## config.mk

```make
export PLATFORM = sky130hd
export DESIGN_NAME = hse_front
export DESIGN_NICKNAME = d
export VERILOG_FILES = /design/src/hermite_spline_eval_macros.svh /design/src/hse_pkg.sv /design/src/hse_front.sv
export SDC_FILE = /design/constraint.sdc
export NUM_CORES = 2
export LEC_CHECK = 0
export BUFFER_PORTS_ARGS = -buffer_cell sky130_fd_sc_hd__buf_4
export CAP_MARGIN = 20
export CELL_PAD_IN_SITES_DETAIL_PLACEMENT = 0
export CELL_PAD_IN_SITES_GLOBAL_PLACEMENT = 1
export CORE_ASPECT_RATIO = 1.25
export CORE_MARGIN = 2
export CORE_UTILIZATION = 42
export DETAILED_ROUTE_END_ITERATION = 7
export GPL_TIMING_DRIVEN = 0
export HOLD_SLACK_MARGIN = 0.02
export PLACE_DENSITY = 0.7
export SLEW_MARGIN = 5
export SYNTH_ARGS = -nofsm -noshare
export SYNTH_HDL_FRONTEND = slang
export SYNTH_SLANG_ARGS = --single-unit
export TNS_END_PERCENT = 5
```

## constraint.sdc

```tcl
create_clock -name clk -period 10.2 [get_ports clk]
set_clock_uncertainty 0.1 [all_clocks]
set_input_delay 2.04 -clock clk [delete_from_list [all_inputs] [get_ports clk]]
set_output_delay 2.04 -clock clk [all_outputs]
set_load 0.02 [all_outputs]
```

## src/hermite_spline_eval_macros.svh

```systemverilog
// assertion macros for the spline evaluator
`ifndef HERMITE_SPLINE_EVAL_MACROS_SVH
`define HERMITE_SPLINE_EVAL_MACROS_SVH
`ifndef SYNTHESIS
`define HSE_ASSERT(label, cond, msg) \
	label: assert property (@(posedge clk) disable iff (!arst_n) (cond)) else $error(msg);
`define HSE_ASSERT_NEXT(label, pre, post, msg) \
	label: assert property (@(posedge clk) disable iff (!arst_n) (pre) |=> (post)) \
		else $error(msg);
`else
`define HSE_ASSERT(label, cond, msg)
`define HSE_ASSERT_NEXT(label, pre, post, msg)
`endif
`endif

```

## src/hse_pkg.sv

```systemverilog
`timescale 1ns / 1ps
package hse_pkg;
	localparam int TableDepth = 256;
	localparam int FracBits = 16;
	localparam int IdxW = $clog2(TableDepth);
	localparam logic [31:0] One = 32'(1) << FracBits;

	typedef enum logic [2:0] {
		REG_MIN_X = 3'd0,
		REG_MAX_X = 3'd1,
		REG_STEP = 3'd2,
		REG_INV_STEP = 3'd3,
		REG_NODE_COUNT = 3'd4
	} reg_idx_t;

	typedef enum logic {
		CMD_WRITE = 1'b0,
		CMD_EVAL = 1'b1
	} cmd_t;

	typedef struct packed {
		logic [IdxW-1:0] seg;
		logic [FracBits-1:0] frac;
		logic clamp;
		logic lin;
	} job_t;

	typedef struct packed {
		logic [31:0] min_x;
		logic [31:0] max_x;
		logic [30:0] step;
		logic [30:0] inv_step;
		logic [7:0] node_count;
	} cfg_t;
endpackage

```

## src/hse_front.sv

```systemverilog
`timescale 1ns / 1ps
// classify: clamp, cell index and fraction; writes pass to the back part
module hse_front (
	input logic clk,
	input logic arst_n,
	input hse_pkg::cfg_t cfg,
	input logic valid,
	output logic ready,
	input logic command,
	input logic [7:0] node_index,
	input logic [31:0] node_value,
	input logic [31:0] node_slope,
	input logic [31:0] query_x,
	input logic linear_mode,
	output logic job_valid,
	input logic job_ready,
	output logic job_wr,
	output logic [hse_pkg::IdxW-1:0] job_widx,
	output logic [31:0] job_wval,
	output logic [31:0] job_wslp,
	output hse_pkg::job_t job
);
	logic v_s1, v_s2;
	logic wr_s1, wr_s2;
	logic [hse_pkg::IdxW-1:0] widx_s1, widx_s2;
	logic [31:0] wval_s1, wslp_s1, wval_s2, wslp_s2;
	logic lin_s1, lin_s2;
	logic below_s1, above_s1;
	logic [31:0] d_s1;
	logic [63:0] p_s2;
	logic below_s2, above_s2;
	logic adv1, adv2;
	logic [63:0] cell_full;
	logic [7:0] n_idx;

	assign adv2 = !v_s2 || job_ready;
	assign adv1 = !v_s1 || adv2;
	assign ready = adv1;

	always_ff @(posedge clk or negedge arst_n) begin
		if (!arst_n) begin
			v_s1 <= 1'b0;
			v_s2 <= 1'b0;
		end else begin
			if (adv1) v_s1 <= valid;
			if (adv2) v_s2 <= v_s1;
		end
	end

	always_ff @(posedge clk) begin
		if (adv1 && valid) begin
			wr_s1 <= (command == hse_pkg::CMD_WRITE);
			widx_s1 <= hse_pkg::IdxW'(node_index);
			wval_s1 <= node_value;
			wslp_s1 <= node_slope;
			lin_s1 <= linear_mode;
			below_s1 <= $signed(query_x) <= $signed(cfg.min_x);
			above_s1 <= $signed(query_x) >= $signed(cfg.max_x);
			// only used above min_x, where the distance fits 32 bits unsigned
			d_s1 <= query_x - cfg.min_x;
		end
		if (adv2 && v_s1) begin
			wr_s2 <= wr_s1;
			widx_s2 <= widx_s1;
			wval_s2 <= wval_s1;
			wslp_s2 <= wslp_s1;
			lin_s2 <= lin_s1;
			below_s2 <= below_s1;
			above_s2 <= above_s1;
			p_s2 <= 64'(d_s1) * 64'(cfg.inv_step);
		end
	end

	assign cell_full = p_s2 >> (2 * hse_pkg::FracBits);
	assign n_idx = cfg.node_count;

	always_comb begin
		job.lin = lin_s2;
		job.frac = p_s2[hse_pkg::FracBits +: hse_pkg::FracBits];
		job.clamp = 1'b0;
		job.seg = cell_full[hse_pkg::IdxW-1:0];
		if (below_s2) begin
			job.clamp = 1'b1;
			job.seg = '0;
		end else if (above_s2 || cell_full >= 64'(n_idx)) begin
			job.clamp = 1'b1;
			job.seg = hse_pkg::IdxW'(n_idx);
		end
	end

	assign job_valid = v_s2;
	assign job_wr = wr_s2;
	assign job_widx = widx_s2;
	assign job_wval = wval_s2;
	assign job_wslp = wslp_s2;
endmodule

```

==> metrics.md <==
| Metric | Value |
|---|---|
| Status | completed |
| Crit. End Element | flip-flop |
| Drt pass-1 iters | 5 |
| Synthesized flop and latch total | around 230 |
| Core Util, Final | 0.4765 |
| Final Hold Vio Count | 0 |
| Synth top cells by count | inv_1, fa_1, and2_1 |
| Largest net degree at the start of global routing | 65 |
| IO buf count | ~310 |
| Initial core utilization | 0.4246 |
| Critical path startpoint category | input port |
| TritonCTS clock tree | yes |
| Vias per inst | 5.310 |
| Clk sinks | about 230 |
| Yosys warns | 0 |
| Grt total ovfl | 0 |
| Post-CTS setup buffers | 0 |
| Clk root buf | clkbuf_16 |
| Area Overhead vs Synth | 12.23% |
| Core area | 97,690 sq um |
| Finished Layout Cells | between 5k and 6k |
| Antenna violations before repair | 17 |
| Top-area cell type share of the netlist area | 0.4180 |
| Top-count cell post-synth | inv_1 |
| Mapped cell area | between 40,000 and 50,000 sq um |
| Worst rel slew slack | 0.1685 |
| Ys flop type | edfxtp_1 |
| Post-synth EDFFs | approximately 230 |
| CP Max Fanout | 10 |
| RSZ-0062 raised after global routing | yes |
| Vias in the first global route | 32.74k |
| Global-route wire length before repair | ~220,000 um |
| Fmax | 98.88 MHz |
| Average cell area after synthesis | 10.04 sq um |
| Top Ports | 345 |
| DR WL/cell | approximately 26 um |
| Crit Path Class | in2reg |
| DRC viols | 0 |
| CTS Buf Count | 26 |
| HPWL Detailed | 122,700 um |
| Clock slew at reported path FFs | approximately 60 ps |
| Die Area | 101,300 sq um |
| Synth Net Count | 5,566 |
| Cell Rows | around 130 |
| Placed Instances | 5,748 |
| Post-layout net count | 5,914 |
| DIE WIDTH | approximately 290 um |
| Layout cells sized above 1 | 0.09028 |
| Clock tree buffer depth | 3 |
| # setup viols final | 0 |
| Most area-hungry cell type in the Yosys netlist | fa_1 |
| Period utilisation layout | 0.9915 |
| Top post-synthesis cells by area | fa_1, edfxtp_1, ha_1, and2_1, inv_1 |
| Sequential area share after synthesis | 0.1684 |
| Unique cell type count in the Yosys netlist | 66 |
| R2R depth | 25 |
| Gr usage total | 0.2983 |
| Routed Wire Length | 150,100 um |
| Period minus WS final | between 10,000 and 15,000 ps |
| Max cap viols | 0 |
| Tightest Pin Transition | 1247 ps |
| 1st-iter DRT viols | 2,415 |
| Hold depth | 0 |
| CP required | 10,420 ps |
| Synth async-reset ratio | 0.008584 |
| H-tree depth | 1 |
| Post-route ant nets | 0 |
| Hold_buf cts | 0 |
| Die height | roughly 360 um |
| Post-Syn Instances | slightly above 4k |
| Max-slew violations | 0 |
| Routability Congestion | approximately 1.0 |
| Clock Latency Late Sink | between 600 and 700 ps |
| Via count | 30.83k |
| Data arrival time of the critical path | 10,340 ps |
| Setup TNS Final | 0 ps |
| HP Class | reg2reg |
final timing paths:
kind	startpoint	endpoint	slack, ps
max reg2reg	d_s1[0]	p_s2[62]	860
min in group asynchronous	arst_n	v_s1	1080
min	wval_s1[28]	job_wval[28]	310
min reg2reg	wval_s1[28]	job_wval[28]	310
max	cfg[28]	p_s2[58]	90
max in group asynchronous	arst_n	job_valid	8830
cell usage in the layout (no fill, tap or decap), types with 12 or more instances in the layout:
cell and n:
and2_1 544, xor2_1 26, nor3_1 19, buf_4 330, nand2b_1 15, o21ai_0 32, o21bai_1 12, edfxtp_1 231
nor2_1 66, clkbuf_1 189, xnor2_1 46, nand2_1 504, nand4_1 22, nor2b_1 12, nand3_1 25, o21a_1 12
a21oi_1 83, ha_1 325, a21o_1 60, a31oi_1 12, fa_1 866, inv_1 895, clkbuf_16 26
per-stage QoR:
stage	hold slack [ps]	setup WS (ps)	area, sq um
2_1_floorplan	300.3	1280	41480
3_3_place_gp	300.3	-777.0	45460
3_5_place_dp	304.5	-783.4	45550
4_1_cts	313.2	-32.40	46450
5_1_grt	320.2	-120.6	46530
6_report	313.1	86.88	46550
logic make-up (layout without fill, tap and decap cells):
| family | count (synthesis) | count (layout) | synth area share |
|---|---|---|---|
| multiplexers | 10 | 10 | 0.002413 |
| adder cells (fa/ha/maj) | 1191 | 1191 | 0.5160 |
| other | 0 | 10 | 0 |
| buffers and inverters | 1112 | 1478 | 0.1023 |
| AND/OR/NAND/NOR | 1251 | 1251 | 0.1541 |
| XOR/XNOR | 72 | 72 | 0.01520 |
| AO/OA/AOI/OAI | 262 | 262 | 0.04157 |
| flip-flops | 233 | 233 | 0.1684 |
critical path: stages:
cell and delay, ps:
buf_4 110, clkbuf_1 910, and2_1 280, fa_1 470, inv_1 140, fa_1 520, inv_1 50, fa_1 500
inv_1 60, fa_1 530, inv_1 50, fa_1 520, fa_1 430, fa_1 510, fa_1 420, ha_1 280
buf_2 170, nand4_1 360, or2_1 370, o22ai_2 250, o21ai_1 250, o31a_1 350, o2111ai_1 260, o211ai_1 190
o21ai_1 190, xor2_1 100
per-layer routing:
metal,up-vias,share of wire,GRT usage
met5,-,0,0
met4,0,0.10,0.2365
met3,504,0.079,0.05872
met2,1411,0.47,0.4892
met1,15790,0.35,0.3416
li1,13130,-,-
sequential cells by signal (all words and copies together), names as in the netlist:
name / cells
above_s1: 1
above_s2: 1
below_s1: 1
below_s2: 1
d_s1: 32
job_valid: 1
job_widx: 8
job_wr: 1
job_wslp: 32
job_wval: 32
lin_s1: 1
lin_s2: 1
p_s2: 47
v_s1: 1
widx_s1: 8
wr_s1: 1
wslp_s1: 32
wval_s1: 32
layout make-up:
| class | count | area [sq um] |
|---|---|---|
| clock buffer | 28 | 668.1 |
| fill | 9590 | 51140 |
| timing repair buffer | 320 | 2477 |
| sequential | 233 | 6987 |
| multi-input combinational | 2786 | 30280 |
| buffer | 217 | 902.1 |
| antenna | 10 | 25.02 |
| inverter | 895 | 3359 |
| tap | 1300 | 1627 |
| clock inverter | 18 | 224.0 |
timing repair:
item                       4_1_cts  5_1_grt
pin swaps                        0        1
setup endpoints to repair        7        8
resized for setup                6        9
cloned                           0        0
Power is left out: the tool's default activity adds up to more than one toggle a clock period on the data nets, which glitch-free logic cannot reach.
