<file path="config.mk">
export PLATFORM = sky130hd
export DESIGN_NAME = hse_queue
export DESIGN_NICKNAME = d
export VERILOG_FILES = /design/src/hse_pkg.sv /design/src/hse_queue.sv
export VERILOG_INCLUDE_DIRS = /design/src /design/src/src
export SDC_FILE = /design/constraint.sdc
export NUM_CORES = 1
export LEC_CHECK = 0
export BUFFER_PORTS_ARGS = -buffer_cell sky130_fd_sc_hd__buf_4
export CAP_MARGIN = 15
export CORE_MARGIN = 2
export CORE_UTILIZATION = 52
export CTS_BUF_LIST = sky130_fd_sc_hd__clkbuf_16
export DETAILED_ROUTE_END_ITERATION = 16
export PLACE_DENSITY_LB_ADDON = 0.05
export SETUP_SLACK_MARGIN = 0.1
export SYNTH_ARGS = -nofsm -noshare
export SYNTH_HDL_FRONTEND = slang
export SYNTH_SLANG_ARGS = --single-unit
</file>
<file path="constraint.sdc">
create_clock -name clk -period 5.98 [get_ports clk]
set_input_delay 0 -clock clk [delete_from_list [all_inputs] [get_ports clk]]
set_output_delay 0 -clock clk [all_outputs]
set_load 0.02 [all_outputs]
</file>
<file path="src/hermite_spline_eval_macros.svh">
// assertion macros for the spline evaluator
`ifndef HERMITE_SPLINE_EVAL_MACROS_SVH
`define HERMITE_SPLINE_EVAL_MACROS_SVH
`ifndef SYNTHESIS
`define HSE_ASSERT(label, cond, msg) \
	label: assert property (@(posedge clk) disable iff (!arst_n) (cond)) else $error(msg);
`define HSE_ASSERT_NEXT(label, pre, post, msg) \
	label: assert property (@(posedge clk) disable iff (!arst_n) (pre) |=> (post)) \
		else $error(msg);
`else
`define HSE_ASSERT(label, cond, msg)
`define HSE_ASSERT_NEXT(label, pre, post, msg)
`endif
`endif

</file>
<file path="src/hse_pkg.sv">
`timescale 1ns / 1ps
package hse_pkg;
	localparam int TableDepth = 256;
	localparam int FracBits = 16;
	localparam int IdxW = $clog2(TableDepth);
	localparam logic [31:0] One = 32'(1) << FracBits;

	typedef enum logic [2:0] {
		REG_MIN_X = 3'd0,
		REG_MAX_X = 3'd1,
		REG_STEP = 3'd2,
		REG_INV_STEP = 3'd3,
		REG_NODE_COUNT = 3'd4
	} reg_idx_t;

	typedef enum logic {
		CMD_WRITE = 1'b0,
		CMD_EVAL = 1'b1
	} cmd_t;

	typedef struct packed {
		logic [IdxW-1:0] seg;
		logic [FracBits-1:0] frac;
		logic clamp;
		logic lin;
	} job_t;

	typedef struct packed {
		logic [31:0] min_x;
		logic [31:0] max_x;
		logic [30:0] step;
		logic [30:0] inv_step;
		logic [7:0] node_count;
	} cfg_t;
endpackage

</file>
<file path="src/hse_queue.sv">
`timescale 1ns / 1ps
`include "hermite_spline_eval_macros.svh"
// two-entry queue between front and back
module hse_queue (
	input logic clk,
	input logic arst_n,
	input logic in_valid,
	output logic in_ready,
	input logic [64+hse_pkg::IdxW+$bits(hse_pkg::job_t):0] in_data,
	output logic out_valid,
	input logic out_ready,
	output logic [64+hse_pkg::IdxW+$bits(hse_pkg::job_t):0] out_data
);
	localparam int W = 65 + hse_pkg::IdxW + $bits(hse_pkg::job_t);
	logic [W-1:0] mem_q [2];
	logic wp_q, rp_q;
	logic [1:0] cnt_q;
	logic push, pop;

	assign in_ready = cnt_q != 2'd2;
	assign out_valid = cnt_q != 2'd0;
	assign push = in_valid && in_ready;
	assign pop = out_valid && out_ready;
	assign out_data = mem_q[rp_q];

	always_ff @(posedge clk) begin
		if (push) mem_q[wp_q] <= in_data;
	end

	always_ff @(posedge clk or negedge arst_n) begin
		if (!arst_n) begin
			wp_q <= 1'b0;
			rp_q <= 1'b0;
			cnt_q <= 2'd0;
		end else begin
			if (push) wp_q <= !wp_q;
			if (pop) rp_q <= !rp_q;
			cnt_q <= 2'(cnt_q + 2'(push) - 2'(pop));
		end
	end

	`HSE_ASSERT(a_cnt_range, cnt_q != 2'd3, "queue count out of range")
	`HSE_ASSERT_NEXT(a_full_ptr, cnt_q == 2'd2, wp_q == rp_q || cnt_q != 2'd2, "full ptr")
	`HSE_ASSERT_NEXT(a_pop_cnt, pop && !push, cnt_q == 2'($past(cnt_q) - 2'd1), "pop count")
endmodule

</file>
==> results.py, run 1 <==
metrics = {
    "outcome": {
        "status": "complete, no violations",
    },
    "finish": {
        "num_antenna_cells": 0,
        "fin_area_um2": 10700,
        "multi_input_area_um2": 1250,
        "fillers": 809,
        "syn2layout_area_growth_pct": 44.9,
        "fin_util": 0.773,
        "area.sequential_um2": 6050,
        "drive_gt1_frac": 0.509,
        "layout.nets": 756,
    },
    "timing": {
        "rsz0062_at_grt": "false",
        "fin_crit_sh": 0.442,
        "fmax_ghz": 0.379,
        "setup_viol": 0,
        "relSlewSlack": 0.326,
        "timing.setup.tns_ns": 0,
        "skew_ns": 0.00898,
        "min_period_ns": 2.64,
        "hold_viol_final": 0,
        "tightest_slew_ns": 1.01,
        "slew_violations": 0,
        "holdWs_ns": 0.246,
    },
    "route": {
        "dr_total_vias": 4184,
        "drc": 0,
        "drt_wl_total_um": 15100,
        "wl_per_cell_um": 17.9,
        "dr.pass1.iters": 4,
        "dr.first_iter.drc_count": 256,
        "route.antenna.remaining_nets": 0,
        "vias_per_cell": 4.96,
    },
    "clock_tree": {
        "h-tree-depth": 1,
        "cts-root-buf": "clkbuf_16",
        "cts_setup_buffers": 0,
        "path_clk_slew_ns": 0.06,
        "insertion_delay_ns": 0.48,
        "post_cts_resized": 0,
        "cts_sinks": 202,
        "postCtsHoldBufs": 103,
        "clockBufferDepth": 3,
        "numCtsBuffers": 21,
        "cts_tree": "done",
    },
    "critical_path": {
        "start_kind": "flip-flop",
        "required_ns": 5.98,
        "crit_top_cell": "buf_4",
        "slowest_delay_ns": 0.80,
        "crit_path_cell_trace": "buf_4 > mux2_2 > buf_4",
        "crit_fanout": 74,
        "cp_slowest_cell": "buf_4",
        "worstSetupEndpointType": "output pin",
        "path_class": "flip-flop to output pin",
        "arrival_ns": 2.64,
    },
    "die": {
        "core_um2": 13900,
        "design.die.area_um2": 15200,
        "initial_utilization": 0.533,
        "ios": 204,
        "die_w_um": 123,
        "fp-row-count": 43,
        "fp.dieH_um": 123,
    },
    "synthesis": {
        "ys_ff_latch": 202,
        "synth-seq-area-share": 0.817,
        "synth_cells": 330,
        "synth_fp_nets": 434,
        "synth_warnings": 0,
        "synthDistinctLibCells": 18,
        "syn_area_per_cell_um2": 22.4,
        "syn-cell-area_um2": 7400,
    },
    "global_route": {
        "grt_max_degree": 75,
        "overflow": 0,
        "grtUsageTotal": 0.192,
        "antenna_found_initial": 0,
        "grt_pass1_vias": 4464,
        "grt_pass1_wl_um": 22200,
    },
    "placement": {
        "postPlaceCellArea_um2": 9080,
        "gp_congestion": 0.706,
        "dp_hpwl_um": 8650,
        "io_buffers": 203,
    },
    "pwr": {
        "power_uw": 5010,
        "p_per_area_nw_per_um2": 467,
        "power.static_leakage_uw": 0.00407,
        "ir_drop_mv": 0.337,
    },
    "job": {
        "cap_violations": 0,
    },
    "min_path": {
        "holdCritPathClass": "primary input to flip-flop",
    },
}
path summary, 6_finish.rpt:
kind	startpoint	end	slack [ns]	cells after the start
max	rp_q	out_data[43]	3.34	3
min	in_data[81]	mem_q[0][81]	0.25	2
max reg2reg	cnt_q[0]	mem_q[0][82]	3.51	5
min reg2reg	cnt_q[0]	cnt_q[0]	0.64	1
max in group asynchronous	arst_n	rp_q	5.29	3
min in group asynchronous	arst_n	cnt_q[0]	0.46	3
state kept, by name (all words and copies together) (netlist names):
register  flops
rp_q          1
mem_q       198
cnt_q         2
wp_q          1
placed cells by master, fill, tap and decap left out, types with 2 or more instances in the layout:
cell type | synthesis | final
buf_4 | 1 | 207
clkbuf_16 | 0 | 21
clkinv_1 | 0 | 4
clkinv_2 | 0 | 2
clkinv_4 | 0 | 2
dfrtp_1 | 4 | 3
dlygate4sd3_1 | 0 | 103
edfxtp_1 | 198 | 198
inv_1 | 0 | 4
mux2_2 | 99 | 99
nand2_1 | 2 | 2
nor2_1 | 3 | 2
xnor2_1 | 3 | 3
cell families (layout without fill, tap and decap cells):
kind of cell,Yosys count,count (layout),share of synthesized area
AOI/OAI and AO/OA,3,3,0.00321
muxes,99,99,0.151
buffers and inverters,11,345,0.0162
adders and majority gates,1,1,0.00169
DFF,202,202,0.817
xor gates and xnor gates,3,3,0.00355
and+or+nand+nor,11,11,0.00811
power breakdown:
part	total [uW]	internal (uW)	switching (uW)	leakage [uW]
Sequential	2050	1940	113	0.00189
Clock	1190	681	505	0.000321
Combinational	1770	814	961	0.00186
Total	5010	3430	1580	0.00407
cell usage after synthesis:
library cell / instances / area (um2)
or2_2: 1 / 6.26
xnor2_1: 3 / 26.3
nand2b_1: 1 / 6.26
o21ai_0: 1 / 5.00
nor4bb_1: 1 / 10.0
o21ba_2: 1 / 10.0
nand2_1: 2 / 7.51
a311oi_1: 1 / 8.76
nor2b_1: 1 / 6.26
dfrtp_1: 4 / 100
buf_6: 10 / 113
nand3_1: 1 / 5.00
mux2_2: 99 / 1110
edfxtp_1: 198 / 5950
buf_4: 1 / 7.51
nor2_1: 3 / 11.3
and3_2: 1 / 7.51
ha_1: 1 / 12.5
metrics by stage:
| step | setup slack [ns] | instances |
|---|---|---|
| after global routing | 3.22 | 844 |
| after global placement | 3.54 | 706 |
| after CTS | 3.33 | 844 |
| after detailed placement | 3.49 | 706 |
| after floorplan | 0.512 | 330 |
| final | 3.34 | 844 |
layout make-up:
| type | instances | area share |
|---|---|---|
| multi-input combinational | 117 | 0.116 |
| clock inverter | 14 | 0.00898 |
| tap | 180 | 0.0210 |
| sequential | 202 | 0.564 |
| clock buffer | 21 | 0.0490 |
| timing repair buffer | 310 | 0.241 |
layer usage:
metal	part of all wire	global-route usage
met4	0.016	0.0455
met1	0.37	0.227
met5	0	0
met3	0.078	0.0572
met2	0.53	0.345
critical path: cells and delay by family, from the launching register on:
kind / cells / cell delay, ns
buffers and inverters: 2 / 0.96
DFF: 1 / 0.67
muxes: 1 / 0.43
Note: power is estimated with default switching activity, not from simulation.
==> inputs of run 2 (changes only) <==
Settings changed: ABC_AREA from default to 1.
Clock period 5.98 ns to 2.5 ns, I/O delays scaled along.
==> run 2 against run 1 <==
  * Critical path depth up 2
  * Largest cell class unchanged
  * Combinational power grew to 2.8 times the previous value
  * Routed wire length rose by 7.4%
  * Critical path type unchanged
  * Synthesized cell count increased by 66%
  * Register-to-register slack worse by 2.8 ns
==> results.py, run 2 <==
metrics = {
    "global_route": {
        "overflow": 0,
        "grt_pass1_vias": 5223,
        "grtUsageTotal": 0.213,
        "grt_max_degree": 100,
        "grt_pass1_wl_um": 24900,
        "antenna_found_initial": 0,
    },
    "critical_path": {
        "start_kind": "flip-flop",
        "required_ns": 2.50,
        "arrival_ns": 1.91,
        "crit_fanout": 50,
        "worstSetupEndpointType": "output pin",
        "path_class": "flip-flop to output pin",
    },
    "finish": {
        "layout.nets": 967,
        "top_register": "mem_q",
        "largest_reg_flops": 198,
        "final_common_cell": "nand2_1",
        "drive_gt1_frac": 0.283,
        "num_antenna_cells": 0,
        "final_cell_mix": "nand2_1, buf_4, edfxtp_1, dlygate4sd3_1, clkbuf_16",
        "syn2layout_area_growth_pct": 46.5,
        "reg_top3": "mem_q: 198 flops, cnt_q: 2 flops",
        "final_cells": 1057,
    },
    "clock_tree": {
        "clockBufferDepth": 3,
        "cts_tree": "done",
        "h-tree-depth": 1,
        "path_clk_slew_ns": 0.06,
        "cts_setup_buffers": 0,
        "cts_sinks": 202,
        "insertion_delay_ns": 0.48,
        "cts-root-buf": "clkbuf_16",
        "numCtsBuffers": 21,
    },
    "placement": {
        "gp_congestion": 0.777,
        "io_buffers": 203,
        "dp_hpwl_um": 9240,
        "dp_slack_ns": 0.770,
        "placedCellCount": 917,
    },
    "timing": {
        "setup_ws_ns": 0.589,
        "fin_crit_sh": 0.764,
        "relSlewSlack": 0.565,
        "skew_ns": 0.00672,
        "hold_viol_final": 0,
        "rsz0062_at_grt": "false",
        "slew_violations": 0,
        "setup_viol": 0,
        "tightest_slew_ns": 0.653,
        "fmax_ghz": 0.523,
        "min_period_ns": 1.91,
    },
    "synthesis": {
        "yosys.area.top_type": "edfxtp_1",
        "syn_area_per_cell_um2": 13.6,
        "synth_ff_type": "edfxtp_1",
        "synth_area_leaders": "edfxtp_1, nand2_1, dfrtp_1",
        "synth_edf_count": 198,
        "synth_cells": 548,
        "ys_ff_latch": 202,
        "netlist_top_cells_count": "nand2_1, edfxtp_1, buf_2",
        "synth_top_area_frac": 0.799,
        "synth_most_common_cell": "nand2_1",
        "synth_fp_nets": 652,
        "synthDistinctLibCells": 14,
        "syn-cell-area_um2": 7440,
        "async_reset_ff_frac": 0.0198,
        "synth-seq-area-share": 0.813,
        "synth_warnings": 0,
    },
    "min_path": {
        "holdCritPathClass": "primary input to flip-flop",
    },
    "route": {
        "dr_total_vias": 5100,
        "wl_per_cell_um": 15.4,
        "dr.pass1.iters": 5,
        "vias_per_cell": 4.82,
        "drc": 0,
        "drt_wl_total_um": 16200,
        "route.antenna.remaining_nets": 0,
        "dr.first_iter.drc_count": 392,
    },
    "pwr": {
        "ir_drop_mv": 0.808,
        "power.static_leakage_uw": 0.00467,
        "p_per_area_nw_per_um2": 1180,
    },
    "job": {
        "cap_violations": 0,
    },
    "die": {
        "initial_utilization": 0.534,
        "design.die.area_um2": 15300,
        "core_um2": 13900,
        "fp-row-count": 43,
        "ios": 204,
        "die_w_um": 124,
        "fp.dieH_um": 124,
    },
    "outcome": {
        "status": "complete, no violations",
    },
}
[run 2: cell count changes after synthesis, sizes merged, moves of 2 or more]
cell   before  now
nand2       2  306
xnor2       3    0
inv         0    8
mux2       99    0
nor2        3    5
buf        11   21
[run 2: area by class of cell]
type                            count  area (um2)
Clock buffer                       21         526
Clock inverter                     16         155
Fill cell                         832        3040
Inverter                            8        32.5
Multi-Input combinational cell    317        1240
Sequential cell                   202        6050
Tap cell                          180         225
Timing Repair Buffer              313        2670
[run 2: final timing paths]
check	startpoint	to	slack (ns)	depth (start not counted)
min in group asynchronous	arst_n	rp_q	0.43	3
max in group asynchronous	arst_n	rp_q	1.87	3
hold reg to reg	wp_q	wp_q	0.59	2
hold / removal	in_data[3]	mem_q[1][3]	0.24	2
setup reg to reg	cnt_q[0]	mem_q[1][28]	0.75	5
setup / recovery	rp_q	out_data[4]	0.59	5
[run 2: per-stage QoR]
stage               instance area [um2]  total power (uW)  hold WS, ns   util  TNS (ns)
floorplan                          7470              7720       -0.296      -     -4.08
detailed placement                 9190              9740       -0.201  0.659         0
global route                      10900             13500        0.232  0.782         0
finish                            10900             12800        0.242  0.782         0
CTS                               10900             12900        0.223  0.782         0
global placement                   9190              9670       -0.200  0.659         0
[run 2: cell families after synthesis]
logic type | synth area share
AND/OR/NAND/NOR | 0.158
flip-flops | 0.813
buffers and inverters | 0.0246
AO/OA/AOI/OAI | 0.00134
XOR/XNOR | 0.00118
adder cells (fa/ha/maj) | 0.00168
[run 2: power by group]
group,internal [uW],total [uW],switching (uW)
sequential,4620,4820,199
combinational,1820,4980,3170
clock,1840,3030,1190
total,8280,12800,4560
[run 2: metal layers]
layer  routed length, um  up-vias  global-route usage
li1                    -     2474                   -
met1                6040     2414               0.245
met2                8640      187               0.391
met3                1220       25              0.0485
met4                 345        0              0.0717
met5                   0        -                   0
[run 2: repair_timing]
item / 4_1_cts / 5_1_grt
hold buffers: 103 / 0
hold endpoints to repair: 206 / 0
gates resized for setup: 0 / 0
[run 2: critical path: stages, from the launching register on]
cell,delay [ns]
dfrtp_4,0.50
inv_4,0.27
buf_12,0.30
nand2_1,0.10
nand2_1,0.09
buf_4,0.14
